[config.mk]
export PLATFORM = sky130hd
export DESIGN_NAME = wf_ram
export DESIGN_NICKNAME = d
export VERILOG_FILES = /design/src/design/wf_ram.sv
export SDC_FILE = /design/constraint.sdc
export NUM_CORES = 1
export LEC_CHECK = 0
export BUFFER_PORTS_ARGS = -buffer_cell sky130_fd_sc_hd__buf_2
export CAP_MARGIN = 10
export CORE_UTILIZATION = 55
export CTS_CLUSTER_DIAMETER = 80
export DETAILED_ROUTE_END_ITERATION = 8
export HOLD_SLACK_MARGIN = 0.1
export PLACE_DENSITY = 0.8
export SYNTH_ARGS = -nofsm -noshare
export SYNTH_HDL_FRONTEND = slang
export SYNTH_SLANG_ARGS = --single-unit
[constraint.sdc]
create_clock -name clk_i -period 13.9 [get_ports clk_i]
set_input_delay 2.78 -clock clk_i [delete_from_list [all_inputs] [get_ports clk_i]]
set_output_delay 2.78 -clock clk_i [all_outputs]
set_load 0.02 [all_outputs]
[src/design/wf_ram.sv]
// Generic simple dual-port RAM: one write port, one registered read port.
// No dependencies.
`default_nettype none

module wf_ram #(
  parameter int WIDTH = 96,
  parameter int DEPTH = 16
) (
  input  wire logic                     clk_i,
  input  wire logic                     we_i,
  input  wire logic [$clog2(DEPTH)-1:0] waddr_i,
  input  wire logic [WIDTH-1:0]         wdata_i,
  input  wire logic [$clog2(DEPTH)-1:0] raddr_i,
  output logic      [WIDTH-1:0]         rdata_o
);

  logic [WIDTH-1:0] mem_q [DEPTH];

  always_ff @(posedge clk_i) begin
    if (we_i) begin
      mem_q[waddr_i] <= wdata_i;
    end
    rdata_o <= mem_q[raddr_i];
  end

endmodule

`default_nettype wire

Word-level counts from Yosys, hierarchy flattened
Memories as Yosys holds them, arrays and structs flattened. A register that Yosys moved wholly into a read port is not among the register bits.
Cells that the tools add are included.

operators by class
  muxes and demuxes = 2

operators by type and width
  kind    count
  $mux 1  2

storage, ports and cells
  register bits after elaboration = 0
  bits in writable memories = 1536
  input bits = 106
  output and inout port bits = 96
  logic and storage cells = 3
  memories kept = 1

memories
  memory  depth  bits a word  read ports  clocked after Yosys merged registers in  write ports  RTL line  source
  mem_q   16     96           1           1                                        1            17        logic [WIDTH-1:0] mem_q [DEPTH];

Longest topological paths before layout
  word-level depth = 2
  gate-level depth with buffers = 6
  depth with buffers taken out = 3

Worst setup path before layout
No wires, ideal clock.

  kind = input to register
  start point = input waddr_i[2]
  end point = memory mem_q[0][0], enable pin
  library setup time = 670 ps
  arrival time = 9788 ps
  setup slack = 3442 ps
  stages = 2
  cell sequence = or3b_2 -> nor3_1

RTL lines
  what                RTL line  source
  start: declaration  11        input wire logic [$clog2(DEPTH)-1:0] waddr_i,
  end: declaration    17

No word-level cell before the write port.

==> impl_metrics.ini <==
[timing]
final_hold_viol_count = 0
fin_worst_skew_ns = 0.03409
fin_crit_ns = 5.811
fin_setup_tns_ns = 0
worst_hold_slack_ns = 0.6476
final_min_period_over_clock_period = 0.4181
setup_viol = 0
tightestPinTransition_ns = 1.156
fmax_mhz = 172.1
slew_headroom = 0.2294
grt_setup_unrepaired = no
slew_violations = 0

[route]
vias_per_cell = 6.408
route.detailed.drc = 0
ant_nets = 0
num_vias = 27460
dr.first_iter.drc_count = 3612
wl_per_cell_um = 31.47
detailedRoute.firstPassIterationCount = 6
drt_wl_total_mm = 134.9

[global_routing]
gr-max-usage-layer = met2
grt_overflow_total = 0
grt_max_degree = 130
globalRouteTotalUtil = 0.2503
met2_capacity_usage_during_global_routing = 0.4092
grt_use_met3 = 0.05108
met1_usage = 0.3369
grt_pass1_vias = 28510
first_pass_grt_wire_length_mm = 193.4
antenna_found_initial = 30

[clock_network]
cts.repair_timing.setup_buffer_count = 0
clock_tree.htree_level_count = 4
cts_buffer_depth = 3
tritoncts_clock_tree = done
cts.root.buffer_cell = clkbuf_16
postCtsResizedCells = 0
clk-insertion-delay-late_ns = 0.75
tritoncts_num_sinks = 1632
path_clk_slew_ns = 0.06
cts_hold_repair.buffers = 0
tritoncts.num_buffers = 154

[pwr]
share_seq_of_total_power = 0.540
switching_power_w = 0.002127
clkPwrFrac = 0.412
comb_power_share = 0.049
switching_share = 0.2070
power_leakage_nw = 21.54
power_report.internal_total_w = 0.008149
pd_cells_nw_per_um2 = 153.1
ir_drop_v = 0.00009795

[worst_setup_path]
worst_r2r_startpoint = mem_q[11][84]
worstReg2RegEnd = rdata_o[84]
reg2regPathDepth = 3
worst_setup_path_start_kind = input port
worst-endpoint-required_ns = 14.53
regToRegSetupSlack_ns = 12.37
crit_path_end_kind = flip-flop
path_class = in2reg
crit_fanout = 73
timing.critical_path.arrival_ns = 6.44

[finish]
areaGrowthSynthToFinish_pct = 13.08
final_layout_size_suffix_gt1_frac = 0.3069
fin_nets = 2840
layout.core_utilization = 0.6270

[hold_path]
timing.hold.worst.class = reg2reg
worst_hold_path_ep = rdata_o[42]
hold-path-cell-count = 3
min_from = mem_q[14][42]

[logic_synthesis]
post_synth_fa_ha_maj_area_fraction = 0
post_synthesis_cell_type_with_the_largest_combined_area = edfxtp_1
synthSimpleGateAreaFrac = 0.008305
postSynthCellCount = 2460
postSynthAreaPerCell_um2 = 24.13
postSynthRegisterBits = 1632
seq_area_frac_synth = 0.8095
combinational_family_with_the_most_area_after_synthesis = multiplexers
xor_and_xnor_area_share_after_synthesis = 0
synth_compound_gate_area_share = 0.02428
synth.mux.area_fraction = 0.1457
synthesized_area_um2 = 59360
synth_top_area_frac = 0.7771
ys.warnings.count = 0
synth.top_cells.by_area = edfxtp_1, mux4_2, dfxtp_1
yosysUniqueCellTypes = 18
synthesized_netlist_net_count = 2566

[floorplanning]
fp.dieH_um = 330.5
design.core.area_um2 = 107100
core.rowCount = 120
io_pins = 202
initial_utilization = 0.5545
die_w_um = 330.5
design.die.area_um2 = 109200

[placed_design]
gpl_wtd_cong = 0.7153
dp_hpwl_mm = 62.28
numPortBuffers = 201

[run_status]
status = finished clean

[job]
drv.max_cap_violation_count = 0
synth_stat cells:
master       n
nor2b_1      2
nand3b_1     2
buf_2       11
nor2_1      13
nor3_1       4
dfxtp_1     96
nand2_1     97
buf_6       21
buf_4       19
or3b_2       1
nand3_1      1
nand2b_1     2
and2_1       1
edfxtp_1  1536
buf_1       32
mux4_2     384
clkbuf_1    46
a22oi_1    192
cell usage in the layout (no fill, tap or decap), types with 18 or more instances in the layout:
cell	count
buf_2	199
clkbuf_16	160
a22oi_1	192
diode_2	18
dfxtp_1	96
clkinv_2	26
clkinv_1	20
edfxtp_1	1536
nand2_1	97
buf_4	40
mux4_2	384
clkbuf_1	39
power by group through the flow:
stage	clock network, W	logic [W]	registers (W)
finish	0.00423	0.000499	0.00555
global route	0.00446	0.000529	0.00555
CTS	0.00427	0.000501	0.00555
detailed placement	0	0.000496	0.00565
global placement	0	0.000479	0.00564
floorplan	0	0.000263	0.00568
metrics by stage:
stage          power [W]  instances  worst slack [ns]  cell area, um^2
6_report         0.01028       4285             8.089            67120
5_1_grt          0.01054       4277             7.794            67100
4_1_cts          0.01032       4267             8.079            67080
3_5_place_dp    0.006145       3981             7.322            61970
3_3_place_gp    0.006118       3980             7.444            61950
2_1_floorplan   0.005942       2460             3.442            59360
worst max-delay path: stages:
cell	delay (ns)
buf_8	0.63
buf_4	0.87
buf_4	0.95
mux4_2	0.61
a22oi_1	0.27
nand2_1	0.09
worst max path at each step:
| stage | to | depth (start not counted) | from | slack (ns) |
|---|---|---|---|---|
| 2_1_floorplan | mem_q[0][0] | 2 | waddr_i[2] | 3.44 |
| 3_3_place_gp | rdata_o[58] | 6 | raddr_i[0] | 7.44 |
| 3_5_place_dp | rdata_o[65] | 6 | raddr_i[0] | 7.32 |
| 4_1_cts | rdata_o[62] | 6 | raddr_i[0] | 8.08 |
| 5_1_grt | rdata_o[62] | 6 | raddr_i[0] | 7.79 |
| 6_report | rdata_o[48] | 6 | raddr_i[0] | 8.09 |
per-layer routing:
layer	vias up	wire length, um
met5	-	129
met4	24	3967
met3	290	13310
met2	1635	68300
met1	14420	49150
li1	11090	-
area by class of cell:
type,count,area [um^2]
diodes,18,45.04
clock buffers,211,4315
clock inverters,75,794.5
fillers,6732,39930
multi-input cells,699,10720
flip-flops and latches,1632,48050
well taps,1403,1755
repair buffers,247,1446
sequential cells by signal, indices dropped and copies added (netlist names):
name,count
mem_q,1536
rdata_o,96
cells by family (layout without fill, tap and decap cells):
| logic type | Yosys count | count (layout) |
|---|---|---|
| muxes | 384 | 384 |
| DFF | 1632 | 1632 |
| buffers and inverters | 129 | 533 |
| AOI/OAI and AO/OA | 192 | 192 |
| and+or+nand+nor | 123 | 123 |
| other | 0 | 18 |
(Power assumes the default switching activity.)
